$ cat src/hdl/scfr_pkg.sv
package scfr_pkg;

    localparam logic [7:0]  RSP_ACK      = 8'h41;
    localparam logic [7:0]  RSP_NACK     = 8'h4E;
    localparam logic [7:0]  RSP_DONE     = 8'h43;
    localparam logic [7:0]  CMD_REGWRITE = 8'h01;
    localparam logic [7:0]  CMD_PLAY     = 8'h02;
    localparam logic [7:0]  DEV_ID_RST   = 8'h73;
    localparam logic [15:0] TIMEOUT_RST  = 16'd5000;

    localparam logic OP_BYTE   = 1'b0;
    localparam logic OP_TICK   = 1'b1;
    localparam logic KIND_HOST = 1'b0;
    localparam logic KIND_REG  = 1'b1;

    localparam logic CFG_DEVICE_ID = 1'b0;
    localparam logic CFG_TIMEOUT   = 1'b1;

    // work handed from the frame decoder to the response generator
    typedef enum logic [1:0] {
        JOB_ACK,
        JOB_NACK,
        JOB_BURST
    } t_job;

    typedef struct packed {
        logic [7:0]  device_id;
        logic [15:0] timeout_ticks;
    } t_cfg;

    // 8-bit add with end-around carry
    function automatic logic [7:0] add_eac(input logic [7:0] a, input logic [7:0] b);
        logic [8:0] s;
        s = {1'b0, a} + {1'b0, b};
        return s[7:0] + {7'd0, s[8]};
    endfunction

endpackage

$ cat src/hdl/scfr_job_fifo.sv
module scfr_job_fifo (
    input  logic               i_clk,
    input  logic               i_rst_n,
    input  logic               i_push,
    input  scfr_pkg::t_job     i_job,
    output logic               o_full,
    input  logic               i_pop,
    output scfr_pkg::t_job     o_job,
    output logic               o_empty
);

    scfr_pkg::t_job r_mem [2];
    logic           r_wp;
    logic           r_rp;
    logic [1:0]     r_cnt;
    logic           n_wp;
    logic           n_rp;
    logic [1:0]     n_cnt;

    assign o_full  = (r_cnt == 2'd2);
    assign o_empty = (r_cnt == 2'd0);
    assign o_job   = r_mem[r_rp];

    always_comb begin
        n_wp  = r_wp;
        n_rp  = r_rp;
        n_cnt = r_cnt;
        if (i_push) begin
            n_wp = ~r_wp;
        end
        if (i_pop) begin
            n_rp = ~r_rp;
        end
        if (i_push && !i_pop) begin
            n_cnt = r_cnt + 2'd1;
        end else if (i_pop && !i_push) begin
            n_cnt = r_cnt - 2'd1;
        end
    end

    always_ff @(posedge i_clk) begin
        if (!i_rst_n) begin
            r_wp  <= 1'b0;
            r_rp  <= 1'b0;
            r_cnt <= 2'd0;
        end else begin
            r_wp  <= n_wp;
            r_rp  <= n_rp;
            r_cnt <= n_cnt;
        end
    end

    always_ff @(posedge i_clk) begin
        if (i_push) begin
            r_mem[r_wp] <= i_job;
        end
    end

endmodule

$ cat src/hdl/scfr_front.sv
module scfr_front #(
    parameter int NUM_REGS = 25,
    parameter int IDX_W    = 5
) (
    input  logic                 i_clk,
    input  logic                 i_rst_n,
    input  scfr_pkg::t_cfg       i_cfg,
    input  logic                 i_in_valid,
    output logic                 o_in_ready,
    input  logic                 i_operation,
    input  logic [7:0]           i_rx_byte,
    input  logic                 i_q_full,
    output logic                 o_q_push,
    output scfr_pkg::t_job       o_q_job,
    input  logic                 i_burst_done,
    output logic                 o_buf_we,
    output logic [IDX_W-1:0]     o_buf_addr,
    output logic [7:0]           o_buf_data
);

    localparam int CNT_W = $clog2(NUM_REGS + 1);

    localparam logic [2:0] PH_ID      = 3'd0;
    localparam logic [2:0] PH_CMD     = 3'd1;
    localparam logic [2:0] PH_AUX1    = 3'd2;
    localparam logic [2:0] PH_AUX2    = 3'd3;
    localparam logic [2:0] PH_CKSUM   = 3'd4;
    localparam logic [2:0] PH_DATA    = 3'd5;
    localparam logic [2:0] PH_DISCARD = 3'd7;

    logic [2:0]       r_phase;
    logic [7:0]       r_cmd;
    logic [7:0]       r_sum;
    logic [CNT_W-1:0] r_cnt;
    logic [15:0]      r_elapsed;
    logic             r_burst_out;
    logic [2:0]       n_phase;
    logic [7:0]       n_cmd;
    logic [7:0]       n_sum;
    logic [CNT_W-1:0] n_cnt;
    logic [15:0]      n_elapsed;
    logic             n_burst_out;

    logic             accept;
    logic             data_wr_phase;
    logic [15:0]      tick_cnt;

    assign data_wr_phase = (r_phase == PH_DATA) && (r_cnt < CNT_W'(NUM_REGS));
    // a data byte may not overwrite the buffer while a register burst still reads it
    assign o_in_ready = !i_q_full
                        && !(i_operation == scfr_pkg::OP_BYTE && data_wr_phase && r_burst_out);
    assign accept     = i_in_valid && o_in_ready;
    assign tick_cnt   = (r_elapsed == 16'hFFFF) ? r_elapsed : r_elapsed + 16'd1;
    assign o_buf_addr = r_cnt[IDX_W-1:0];
    assign o_buf_data = i_rx_byte;

    always_comb begin
        n_phase     = r_phase;
        n_cmd       = r_cmd;
        n_sum       = r_sum;
        n_cnt       = r_cnt;
        n_elapsed   = r_elapsed;
        n_burst_out = r_burst_out;
        o_q_push    = 1'b0;
        o_q_job     = scfr_pkg::JOB_ACK;
        o_buf_we    = 1'b0;

        if (accept) begin
            if (i_operation == scfr_pkg::OP_TICK) begin
                if (r_phase != PH_ID) begin
                    if (tick_cnt > i_cfg.timeout_ticks) begin
                        if (r_phase >= 3'd6) begin
                            n_phase   = PH_ID;
                            n_sum     = 8'd0;
                            n_cnt     = '0;
                            n_elapsed = 16'd0;
                        end else begin
                            n_phase   = PH_DISCARD;
                            n_elapsed = 16'd0;
                        end
                    end else begin
                        n_elapsed = tick_cnt;
                    end
                end
            end else begin
                unique case (r_phase)
                    PH_ID: begin
                        if (i_rx_byte == i_cfg.device_id) begin
                            n_sum     = i_rx_byte;
                            n_elapsed = 16'd0;
                            n_phase   = PH_CMD;
                        end else begin
                            n_phase   = PH_DISCARD;
                            n_elapsed = 16'd0;
                        end
                    end
                    PH_CMD: begin
                        n_cmd   = i_rx_byte;
                        n_sum   = scfr_pkg::add_eac(r_sum, i_rx_byte);
                        n_phase = PH_AUX1;
                    end
                    PH_AUX1: begin
                        n_sum   = scfr_pkg::add_eac(r_sum, i_rx_byte);
                        n_phase = PH_AUX2;
                    end
                    PH_AUX2: begin
                        n_sum   = scfr_pkg::add_eac(r_sum, i_rx_byte);
                        n_phase = PH_CKSUM;
                    end
                    PH_CKSUM: begin
                        if (i_rx_byte != r_sum) begin
                            n_phase   = PH_DISCARD;
                            n_elapsed = 16'd0;
                        end else begin
                            o_q_push = 1'b1;
                            o_q_job  = scfr_pkg::JOB_ACK;
                            if (r_cmd == scfr_pkg::CMD_REGWRITE) begin
                                n_phase   = PH_DATA;
                                n_sum     = 8'd0;
                                n_cnt     = '0;
                                n_elapsed = 16'd0;
                            end else if (r_cmd == scfr_pkg::CMD_PLAY) begin
                                n_phase   = PH_ID;
                                n_sum     = 8'd0;
                                n_cnt     = '0;
                                n_elapsed = 16'd0;
                            end else begin
                                n_phase   = PH_DISCARD;
                                n_elapsed = 16'd0;
                            end
                        end
                    end
                    PH_DATA: begin
                        if (data_wr_phase) begin
                            o_buf_we = 1'b1;
                            n_sum    = scfr_pkg::add_eac(r_sum, i_rx_byte);
                            n_cnt    = r_cnt + CNT_W'(1);
                        end else begin
                            o_q_push  = 1'b1;
                            o_q_job   = (i_rx_byte == r_sum) ? scfr_pkg::JOB_BURST
                                                             : scfr_pkg::JOB_NACK;
                            n_phase   = PH_ID;
                            n_sum     = 8'd0;
                            n_cnt     = '0;
                            n_elapsed = 16'd0;
                        end
                    end
                    default: begin
                        n_elapsed = 16'd0;
                    end
                endcase
            end
        end

        if (i_burst_done) begin
            n_burst_out = 1'b0;
        end
        if (o_q_push && o_q_job == scfr_pkg::JOB_BURST) begin
            n_burst_out = 1'b1;
        end
    end

    always_ff @(posedge i_clk) begin
        if (!i_rst_n) begin
            r_phase     <= PH_ID;
            r_cmd       <= 8'd0;
            r_sum       <= 8'd0;
            r_cnt       <= '0;
            r_elapsed   <= 16'd0;
            r_burst_out <= 1'b0;
        end else begin
            r_phase     <= n_phase;
            r_cmd       <= n_cmd;
            r_sum       <= n_sum;
            r_cnt       <= n_cnt;
            r_elapsed   <= n_elapsed;
            r_burst_out <= n_burst_out;
        end
    end

endmodule

$ cat src/hdl/scfr_back.sv
module scfr_back #(
    parameter int NUM_REGS = 25,
    parameter int IDX_W    = 5
) (
    input  logic                 i_clk,
    input  logic                 i_rst_n,
    input  logic                 i_q_empty,
    input  scfr_pkg::t_job       i_q_job,
    output logic                 o_q_pop,
    input  logic                 i_buf_we,
    input  logic [IDX_W-1:0]     i_buf_addr,
    input  logic [7:0]           i_buf_data,
    output logic                 o_burst_done,
    input  logic                 i_out_ready,
    output logic                 o_out_valid,
    output logic                 o_out_kind,
    output logic [7:0]           o_out_value,
    output logic [4:0]           o_reg_index,
    output logic                 o_last
);

    // burst step counts register writes, then ACK, then COMPLETE
    localparam int STEP_W = $clog2(NUM_REGS + 2);

    logic [7:0]        r_buf [NUM_REGS];

    logic              r_busy;
    scfr_pkg::t_job    r_job;
    logic [STEP_W-1:0] r_step;
    logic              r_out_valid;
    logic              r_out_kind;
    logic [7:0]        r_out_value;
    logic [4:0]        r_reg_index;
    logic              r_last;

    logic              n_busy;
    scfr_pkg::t_job    n_job;
    logic [STEP_W-1:0] n_step;
    logic              n_out_valid;
    logic              n_out_kind;
    logic [7:0]        n_out_value;
    logic [4:0]        n_reg_index;
    logic              n_last;

    logic              can_emit;
    logic [7:0]        rd_data;

    assign can_emit = !r_out_valid || i_out_ready;
    assign rd_data  = r_buf[r_step[IDX_W-1:0]];

    always_ff @(posedge i_clk) begin
        if (i_buf_we) begin
            r_buf[i_buf_addr] <= i_buf_data;
        end
    end

    always_comb begin
        n_busy       = r_busy;
        n_job        = r_job;
        n_step       = r_step;
        n_out_valid  = r_out_valid;
        n_out_kind   = r_out_kind;
        n_out_value  = r_out_value;
        n_reg_index  = r_reg_index;
        n_last       = r_last;
        o_q_pop      = 1'b0;
        o_burst_done = 1'b0;

        if (!r_busy && !i_q_empty) begin
            o_q_pop = 1'b1;
            n_busy  = 1'b1;
            n_job   = i_q_job;
            n_step  = '0;
        end

        if (can_emit) begin
            n_out_valid = 1'b0;
            if (r_busy) begin
                n_out_valid = 1'b1;
                n_out_kind  = scfr_pkg::KIND_HOST;
                n_reg_index = 5'd0;
                n_last      = 1'b1;
                unique case (r_job)
                    scfr_pkg::JOB_ACK: begin
                        n_out_value = scfr_pkg::RSP_ACK;
                        n_busy      = 1'b0;
                    end
                    scfr_pkg::JOB_NACK: begin
                        n_out_value = scfr_pkg::RSP_NACK;
                        n_busy      = 1'b0;
                    end
                    scfr_pkg::JOB_BURST: begin
                        if (r_step < STEP_W'(NUM_REGS)) begin
                            n_out_kind  = scfr_pkg::KIND_REG;
                            n_out_value = rd_data;
                            n_reg_index = 5'(r_step);
                            n_last      = 1'b0;
                            n_step      = r_step + STEP_W'(1);
                        end else if (r_step == STEP_W'(NUM_REGS)) begin
                            n_out_value = scfr_pkg::RSP_ACK;
                            n_last      = 1'b0;
                            n_step      = r_step + STEP_W'(1);
                        end else begin
                            n_out_value  = scfr_pkg::RSP_DONE;
                            n_busy       = 1'b0;
                            o_burst_done = 1'b1;
                        end
                    end
                    default: begin
                        n_out_valid = 1'b0;
                        n_busy      = 1'b0;
                    end
                endcase
            end
        end
    end

    always_ff @(posedge i_clk) begin
        if (!i_rst_n) begin
            r_busy      <= 1'b0;
            r_out_valid <= 1'b0;
        end else begin
            r_busy      <= n_busy;
            r_out_valid <= n_out_valid;
        end
    end

    always_ff @(posedge i_clk) begin
        r_job       <= n_job;
        r_step      <= n_step;
        r_out_kind  <= n_out_kind;
        r_out_value <= n_out_value;
        r_reg_index <= n_reg_index;
        r_last      <= n_last;
    end

    assign o_out_valid = r_out_valid;
    assign o_out_kind  = r_out_kind;
    assign o_out_value = r_out_value;
    assign o_reg_index = r_reg_index;
    assign o_last      = r_last;

endmodule

$ cat src/hdl/sio_command_frame_receiver.sv
// Channel    | Direction | Handshake                     | Payload
// in         | to block  | i_in_valid / o_in_ready       | i_operation, i_rx_byte
// out        | from block| o_out_valid / i_out_ready     | o_out_kind, o_out_value,
//            |           |                               | o_reg_index, o_last
// cfg        | to block  | i_cfg_we (no wait)            | i_cfg_index, i_cfg_data
//
// The decoder takes one byte or tick per cycle while the two-entry job queue has room.
// A good data frame checksum yields NUM_REGS + 2 results, one per cycle while the output
// is ready, once the generator has fetched the job; ACK or NACK alone pass through the job
// queue, the generator's job register and the output register, which sets the back end's pace.
// While a register burst is still being sent, data bytes of the next frame wait.
// Reset is synchronous and clears control state; the data buffer is not cleared.
module sio_command_frame_receiver #(
    parameter int NUM_REGS = 25
) (
    input  logic        i_clk,
    input  logic        i_rst_n,
    input  logic        i_in_valid,
    output logic        o_in_ready,
    input  logic        i_operation,
    input  logic [7:0]  i_rx_byte,
    output logic        o_out_valid,
    input  logic        i_out_ready,
    output logic        o_out_kind,
    output logic [7:0]  o_out_value,
    output logic [4:0]  o_reg_index,
    output logic        o_last,
    input  logic        i_cfg_we,
    input  logic        i_cfg_index,
    input  logic [15:0] i_cfg_data
);

    localparam int IDX_W = (NUM_REGS > 1) ? $clog2(NUM_REGS) : 1;

    scfr_pkg::t_cfg   r_cfg;
    logic             q_push;
    scfr_pkg::t_job   q_in_job;
    logic             q_full;
    logic             q_pop;
    scfr_pkg::t_job   q_out_job;
    logic             q_empty;
    logic             burst_done;
    logic             buf_we;
    logic [IDX_W-1:0] buf_addr;
    logic [7:0]       buf_data;

    always_ff @(posedge i_clk) begin
        if (!i_rst_n) begin
            r_cfg.device_id     <= scfr_pkg::DEV_ID_RST;
            r_cfg.timeout_ticks <= scfr_pkg::TIMEOUT_RST;
        end else if (i_cfg_we) begin
            unique case (i_cfg_index)
                scfr_pkg::CFG_DEVICE_ID: r_cfg.device_id     <= i_cfg_data[7:0];
                scfr_pkg::CFG_TIMEOUT:   r_cfg.timeout_ticks <= i_cfg_data;
                default:                 r_cfg               <= r_cfg;
            endcase
        end
    end

    scfr_front #(
        .NUM_REGS (NUM_REGS),
        .IDX_W    (IDX_W)
    ) u_front (
        .i_clk        (i_clk),
        .i_rst_n      (i_rst_n),
        .i_cfg        (r_cfg),
        .i_in_valid   (i_in_valid),
        .o_in_ready   (o_in_ready),
        .i_operation  (i_operation),
        .i_rx_byte    (i_rx_byte),
        .i_q_full     (q_full),
        .o_q_push     (q_push),
        .o_q_job      (q_in_job),
        .i_burst_done (burst_done),
        .o_buf_we     (buf_we),
        .o_buf_addr   (buf_addr),
        .o_buf_data   (buf_data)
    );

    scfr_job_fifo u_queue (
        .i_clk   (i_clk),
        .i_rst_n (i_rst_n),
        .i_push  (q_push),
        .i_job   (q_in_job),
        .o_full  (q_full),
        .i_pop   (q_pop),
        .o_job   (q_out_job),
        .o_empty (q_empty)
    );

    scfr_back #(
        .NUM_REGS (NUM_REGS),
        .IDX_W    (IDX_W)
    ) u_back (
        .i_clk        (i_clk),
        .i_rst_n      (i_rst_n),
        .i_q_empty    (q_empty),
        .i_q_job      (q_out_job),
        .o_q_pop      (q_pop),
        .i_buf_we     (buf_we),
        .i_buf_addr   (buf_addr),
        .i_buf_data   (buf_data),
        .o_burst_done (burst_done),
        .i_out_ready  (i_out_ready),
        .o_out_valid  (o_out_valid),
        .o_out_kind   (o_out_kind),
        .o_out_value  (o_out_value),
        .o_reg_index  (o_reg_index),
        .o_last       (o_last)
    );

endmodule

$ cat config.mk
export PLATFORM = sky130hd
export DESIGN_NAME = sio_command_frame_receiver
export DESIGN_NICKNAME = d
export VERILOG_FILES = /design/src/hdl/scfr_pkg.sv /design/src/hdl/scfr_job_fifo.sv /design/src/hdl/scfr_front.sv /design/src/hdl/scfr_back.sv /design/src/hdl/sio_command_frame_receiver.sv
export SDC_FILE = /design/constraint.sdc
export NUM_CORES = 1
export LEC_CHECK = 0
export ABC_AREA = 1
export BUFFER_PORTS_ARGS = -buffer_cell sky130_fd_sc_hd__buf_4
export CAP_MARGIN = 40
export CORE_MARGIN = 4
export CORE_UTILIZATION = 40
export CTS_CLUSTER_SIZE = 25
export DETAILED_ROUTE_END_ITERATION = 10
export PLACE_DENSITY = 0.54
export SYNTH_ARGS = -nofsm -noshare
export SYNTH_HDL_FRONTEND = slang
export SYNTH_SLANG_ARGS = --single-unit
$ cat constraint.sdc
create_clock -name i_clk -period 3.5 [get_ports i_clk]
set_input_delay 0.175 -clock i_clk [delete_from_list [all_inputs] [get_ports i_clk]]
set_output_delay 0.175 -clock i_clk [all_outputs]
set_load 0.05 [all_outputs]
# Word-level counts from Yosys, hierarchy flattened
# Memories as Yosys holds them, arrays and structs flattened. A register that Yosys moved wholly into a read port is not among the register bits.
# Cells that the tools add are included.
# op_classes
add_sub_neg	7
eq_ne	24
n_bitwise	4
magnitude_cmp	4
reduce_logical	39
muxes	81
# ops
op	count
two-way mux 16 bit	5
two-way mux 8 bit	10
two-way mux 5 bit	14
one-hot mux 16 bit (2 select lines)	1
one-hot mux 8 bit (4 select lines)	1
two-way mux 1 bit	29
two-way mux 3 bit	9
one-hot mux 8 bit (3 select lines)	1
one-hot mux 3 bit (6 select lines)	1
adder 16 x 1 -> 16 bit (second input constant)	1
== test 16 bit (second input constant)	1
== test 8 bit	2
> comparator 16 bit	1
two-way mux 2 bit	8
adder 5 x 1 -> 5 bit (second input constant)	2
less-than comparator 5 bit (second input constant)	2
one-hot mux 5 bit (2 select lines)	1
adder 8 x 8 -> 9 bit	1
logical AND 1 bit	9
nonzero test 3 bit	3
adder 8 x 1 -> 8 bit	1
== test 8 x 1 -> 1 bit (second input constant)	1
== test 8 x 2 -> 1 bit (second input constant)	1
inequality test 2 x 1 -> 1 bit (second input constant)	4
29 further kinds	50
# word_totals
ff_bits	91
mem_count	2
in_bits	31
word_cells	179
ram_bits	204
# mem_list
memory	words	word_bits	read_ports	rd_clocked_by_memory_dff	wr	line	text
u_back.r_buf	25	8	1	1	1	scfr_back.sv:25	logic [7:0] r_buf [NUM_REGS];
u_queue.r_mem	2	2	1	1	1	scfr_job_fifo.sv:12	scfr_pkg::t_job r_mem [2];

# Logic depth before layout (Yosys ltp)
# logic_depth
ltp_word	12
ltp_mapped	26
ltp_nobuf	26

# By module
# Synthesis repeated with hierarchy kept, for this count alone.
# unflattened
cells_unflattened	1643
area_unflattened_um2	14565.2
# modules_own_cells
mod	n_inst	cells_each	area_each_um2
scfr_back	1	909	9609.2
scfr_front	1	580	3698.5
sio_command_frame_receiver	1	113	884.6
scfr_job_fifo	1	41	372.9

# Worst setup path after synthesis
# No wires, ideal clock.
# synth_path
kind	reg-to-reg
start	reg u_front.r_elapsed[0]
end	reg u_front.r_elapsed[2]
period_less_slack_ns	2.788
required_time_ns	3.432
setup_time_ns	0.068
setup_slack_ns	0.712
n_path_buf	1
path_stages_with_launch	27
arrival_time_ns	2.720
cell_sequence	dfxtp_1 > ha_1 > nand2_2 > nor2_2 > inv_2 > nor2_4 > inv_2 > nor2_4 > nand4_4 > nand2_2 > nor2_1 > a21oi_2 > ha_1 > nand2_1 > inv_1 > nand2_1 > nand2_1 > nand2_1 > nand2_1 > nand2_1 > nand2_1 > nand2_1 > nand2_1 > nor2_8 > buf_6 > nand2_1 > a21oi_2
# synth_between
elab_chain_cells	6
word_cells_on_any_way	7
cone_classes	add/sub: 1; order compare: 1; eq/ne: 1; mux: 4
# synth_rtl
element	line	text
from (decl)	scfr_front.sv:35	logic [15:0] r_elapsed;
from (signal assigned)	scfr_front.sv:176	r_elapsed <= n_elapsed;
adder 16 x 1 -> 16 bit or == test 16 bit (tied branches)	scfr_front.sv:53	assign tick_cnt = (r_elapsed == 16'hFFFF) ? r_elapsed : r_elapsed + 16'd1;
two-way mux 16 bit *	scfr_front.sv:53	
> comparator 16 bit	scfr_front.sv:71	if (tick_cnt > i_cfg.timeout_ticks) begin
two-way mux 16 bit *	scfr_front.sv:71	
two-way mux 16 bit *	scfr_front.sv:70	if (r_phase != PH_ID) begin
two-way mux 16 bit *	scfr_front.sv:69	if (i_operation == scfr_pkg::OP_TICK) begin
# Mark *: on every way between the ends. The rest lies on a longest branch, timed or not. The select of a mux whose other input is x is not followed.
# A chain may end at the register's enable or synchronous reset.

# Final worst setup path
# layout_path
start	reg u_front.r_elapsed[1]
end	reg u_front.r_elapsed[2]
# Same word-level chain as after synthesis.

==> flow_metrics.tcl <==
set metrics [dict create \
    setup_viol 0 \
    clk_pin_slew_worst_paths_ps 60 \
    worst-r2r-cell-count 22 \
    synth_compound_area_share_pct 11.7 \
    yosys.area_share.simple_pct 19.2 \
    sw_frac_of_total_pct 31.2 \
    crit_fanout 8 \
    placed_area_sq_um 14800 \
    cts_num_sinks 297 \
    synth_edf_count 221 \
    fillCellCount 3154 \
    antenna_cells 0 \
    die_area_sq_um 37500 \
    top_usage_layer "met2" \
    io_buffer_count 47 \
    fin_ws_ps 368 \
    synth_fa_ha_area_share_pct 3.78 \
    synth_area_sq_um 13800 \
    critPathKind "flip-flop to flip-flop" \
    cp-start-kind "flip-flop" \
    use_met3_pct 2.80 \
    rsz0062_at_grt "false" \
    grt_start_max_net_pins 46 \
    r2r-start "u_front.r_elapsed[1]" \
    ant_nets 0 \
    rrSetupSlack_ps 370 \
    postCtsSetupRepairBufs 0 \
    power_mw 9.61 \
    clkPwrFrac_pct 35.7 \
    async_flop_share_pct 0 \
    layoutNonFillerInstCount 1979 \
    die_x_um 194 \
    cts-root-buf "clkbuf_16" \
    drt_iter0_markers 817 \
    synth_top_cell_by_area "edfxtp_1" \
    place_inst 1901 \
    vias_per_cell 5.20 \
    gr-total-overflow 0 \
    drt_wl_total_um 36000 \
    drv_cap 0 \
    synth_top_family_by_area "simple AND/OR/NAND/NOR gates" \
    ys.flop_type "edfxtp_1" \
    yosysWarnings 0 \
    synth_nets 1492 \
    use_met2_pct 30.7 \
    grt_pass1_vias 9918 \
    place_ws_ps 316 \
    layout.nets 1578 \
    worst_pin_slew_ps 859 \
    cts_buffer_depth 3 \
    pwr-share-comb_pct 22.0 \
    die-height_um 194 \
    leakage_nw 6.07 \
    ys_ff_latch 297 \
    synth_most_common_cell "nand2_1" \
    crit_required_ps 3940 \
    crit_start "u_front.r_elapsed[1]" \
    postSynthAreaPerCell_sq_um 9.70 \
    fmax_mhz 319 \
    p_sw_mw 2.99 \
    drc_errors 0 \
    initial_utilization_pct 40.8 \
    status "completed" \
    synth.distinct_cells 49 \
    final.setup_skew_ps 28.0 \
    gr-usage-all-layers_pct 18.8 \
    muxShareOfSynthArea_pct 0.0727 \
    power_density_nw_per_um2 600 \
    firstDrtPassIters 5 \
    hold_path.class "input port to flip-flop" \
    final_max_slew_viol_count 0 \
    coreArea_sq_um 33800 \
    gp_congestion 0.831 \
    relSlewSlack_pct 42.5 \
    fin_setup_tns_ps 0 \
    yosys-top-cells-count "nand2_1 (265), edfxtp_1 (221), nor2_1 (195)" \
    area_delta_synth_final_pct 16.4 \
    wl_per_cell_um 18.2 \
    r2r_end "u_front.r_elapsed[2]" \
    final-hold-violation-count 0 \
    grt_pass1_wl_um 56600 \
    p_int_mw 6.62 \
    cp_data_arrival_time_ps 3570 \
    timing.final.crit_share_pct 89.5 \
    synth_top_area_share_pct 48.2 \
    cts-buffers-inserted 34 \
    synth_xor_area_share_pct 0.954 \
    rows 67 \
    cp-endpoint "u_front.r_elapsed[2]" \
    synthTopCellsByArea "edfxtp_1 (48%), dfxtp_1 (11%), nand2_1 (7.2%), nor2_1 (5.3%), o21ai_0 (4.4%)" \
    ios 48 \
    met1_usage_pct 26.6 \
    dp.final_hpwl_um 24000 \
    fin_crit_ps 3130 \
    cts_tree "done" \
    peakVddDrop_mv 0.317 \
    pwr-share-seq_pct 42.3 \
    htree_levels 2 \
    ys_seq_area_share_pct 59.3 \
    synthCells 1420 \
    drive_gt1_share_pct 12.5 \
    worstSkewPairLatency_ps 520 \
    crit_path_end_kind "flip-flop" \
    num_vias 10300 \
    fin_area_sq_um 16000 \
    grt_antenna_before_repair 1 \
]
==> critical path: stages, from the launching register on <==
cell and delay, ps:
dfxtp_1 400, ha_1 210, nand2_2 80, nor2_2 190
inv_2 70, nor2_4 120, inv_2 60, nor2_4 120
nand4_4 130, nand2_1 110, xnor2_1 160, ha_1 280
nand2_1 60, inv_1 50, o21ai_0 70, a21oi_1 80
nor2_1 110, nand2_1 90, nand2_1 70, nand2_2 130
nor2_4 270, nand2_1 110, a21oi_2 120
==> repair_timing <==
action | CTS | global route
endpoints found under the setup margin | 0 | 30
gates resized for setup | 0 | 3
endpoints found under the hold margin | 24 | 0
hold buffers | 16 | 0
==> area by class of cell <==
class                      instances  area, sq um  area share, %
clock buffer                      45          943           5.89
clock inverter                    16          148          0.921
inverter                         117          439           2.74
multi-input combinational        951         4930           30.8
sequential                       297         8160           50.9
tap                              448          561           3.50
timing repair buffer             105          848           5.29
==> state kept, by name, summed over array words and instances (netlist names), 2 cells and up <==
name,flops
r_cfg,24
u_back.o_out_value,8
u_back.o_reg_index,5
u_back.r_buf,200
u_back.r_job,2
u_back.r_step,5
u_front.o_buf_addr,5
u_front.r_cmd,8
u_front.r_elapsed,16
u_front.r_phase,3
u_front.r_sum,8
u_queue.r_cnt,2
u_queue.r_mem,4
==> metrics by stage <==
step                      hold WS (ps)  util, %
final                             49.4     47.4
after global routing              57.7     47.4
after CTS                         32.1     47.4
after detailed placement           398     43.7
after global placement             393     43.6
after floorplan                    274        -
==> logic make-up (layout without fill, tap and decap cells) <==
kind of cell / count (synthesis) / in the layout
xor+xnor: 15 / 15
fa+ha+maj: 41 / 41
simple gates: 610 / 611
compound gates: 283 / 283
flops: 297 / 297
mux: 1 / 1
buf+inv: 173 / 283
==> power groups by stage <==
stage,logic [mW],clock network (mW),registers (mW)
after floorplan,1.25,0,4.24
after global placement,2.08,0,4.13
after detailed placement,2.09,0,4.14
after CTS,2.12,3.52,4.06
after global routing,2.33,3.69,4.08
final,2.12,3.43,4.06
==> worst min path at each step <==
stage,from,to,slack (ps),depth (start not counted)
6_report,i_rx_byte[1],u_front.r_cmd[1],50,3
5_1_grt,i_rst_n,r_cfg[17],60,2
4_1_cts,i_rx_byte[1],u_front.r_cmd[1],30,3
3_5_place_dp,i_cfg_data[8],r_cfg[8],400,3
3_3_place_gp,i_cfg_data[12],r_cfg[12],390,3
2_1_floorplan,i_rx_byte[0],u_back.r_buf[0][0],270,0
==> per-layer routing <==
metal	vias to the layer above	wire length (um)
met5	-	13
met4	2	788
met3	56	1660
met2	219	16800
met1	4929	16800
li1	5087	-
==> layout by cell type, fill, tap and decap left out, types with 3 or more instances in the layout <==
cell,synthesis,final
o21ai_1,7,7
a21o_1,3,3
nand2_1,265,263
a31oi_1,6,6
edfxtp_1,221,221
inv_2,15,15
buf_4,4,88
o21ai_0,120,120
a21oi_2,4,4
o221ai_1,17,17
clkinv_2,0,5
dlygate4sd3_1,0,16
nor3_1,10,10
a21oi_1,77,77
nand3_1,98,98
nor2_4,5,6
clkbuf_16,0,35
nand4_1,10,10
xor2_1,6,6
nand2_2,9,11
clkbuf_8,0,3
ha_1,40,40
o211ai_1,19,19
nor2_1,195,195
xnor2_1,9,9
o22ai_1,20,20
dfxtp_1,76,74
inv_1,100,100
clkbuf_1,36,7
nor2_2,4,4
clkinv_1,2,8
(Power assumes the default switching activity.)
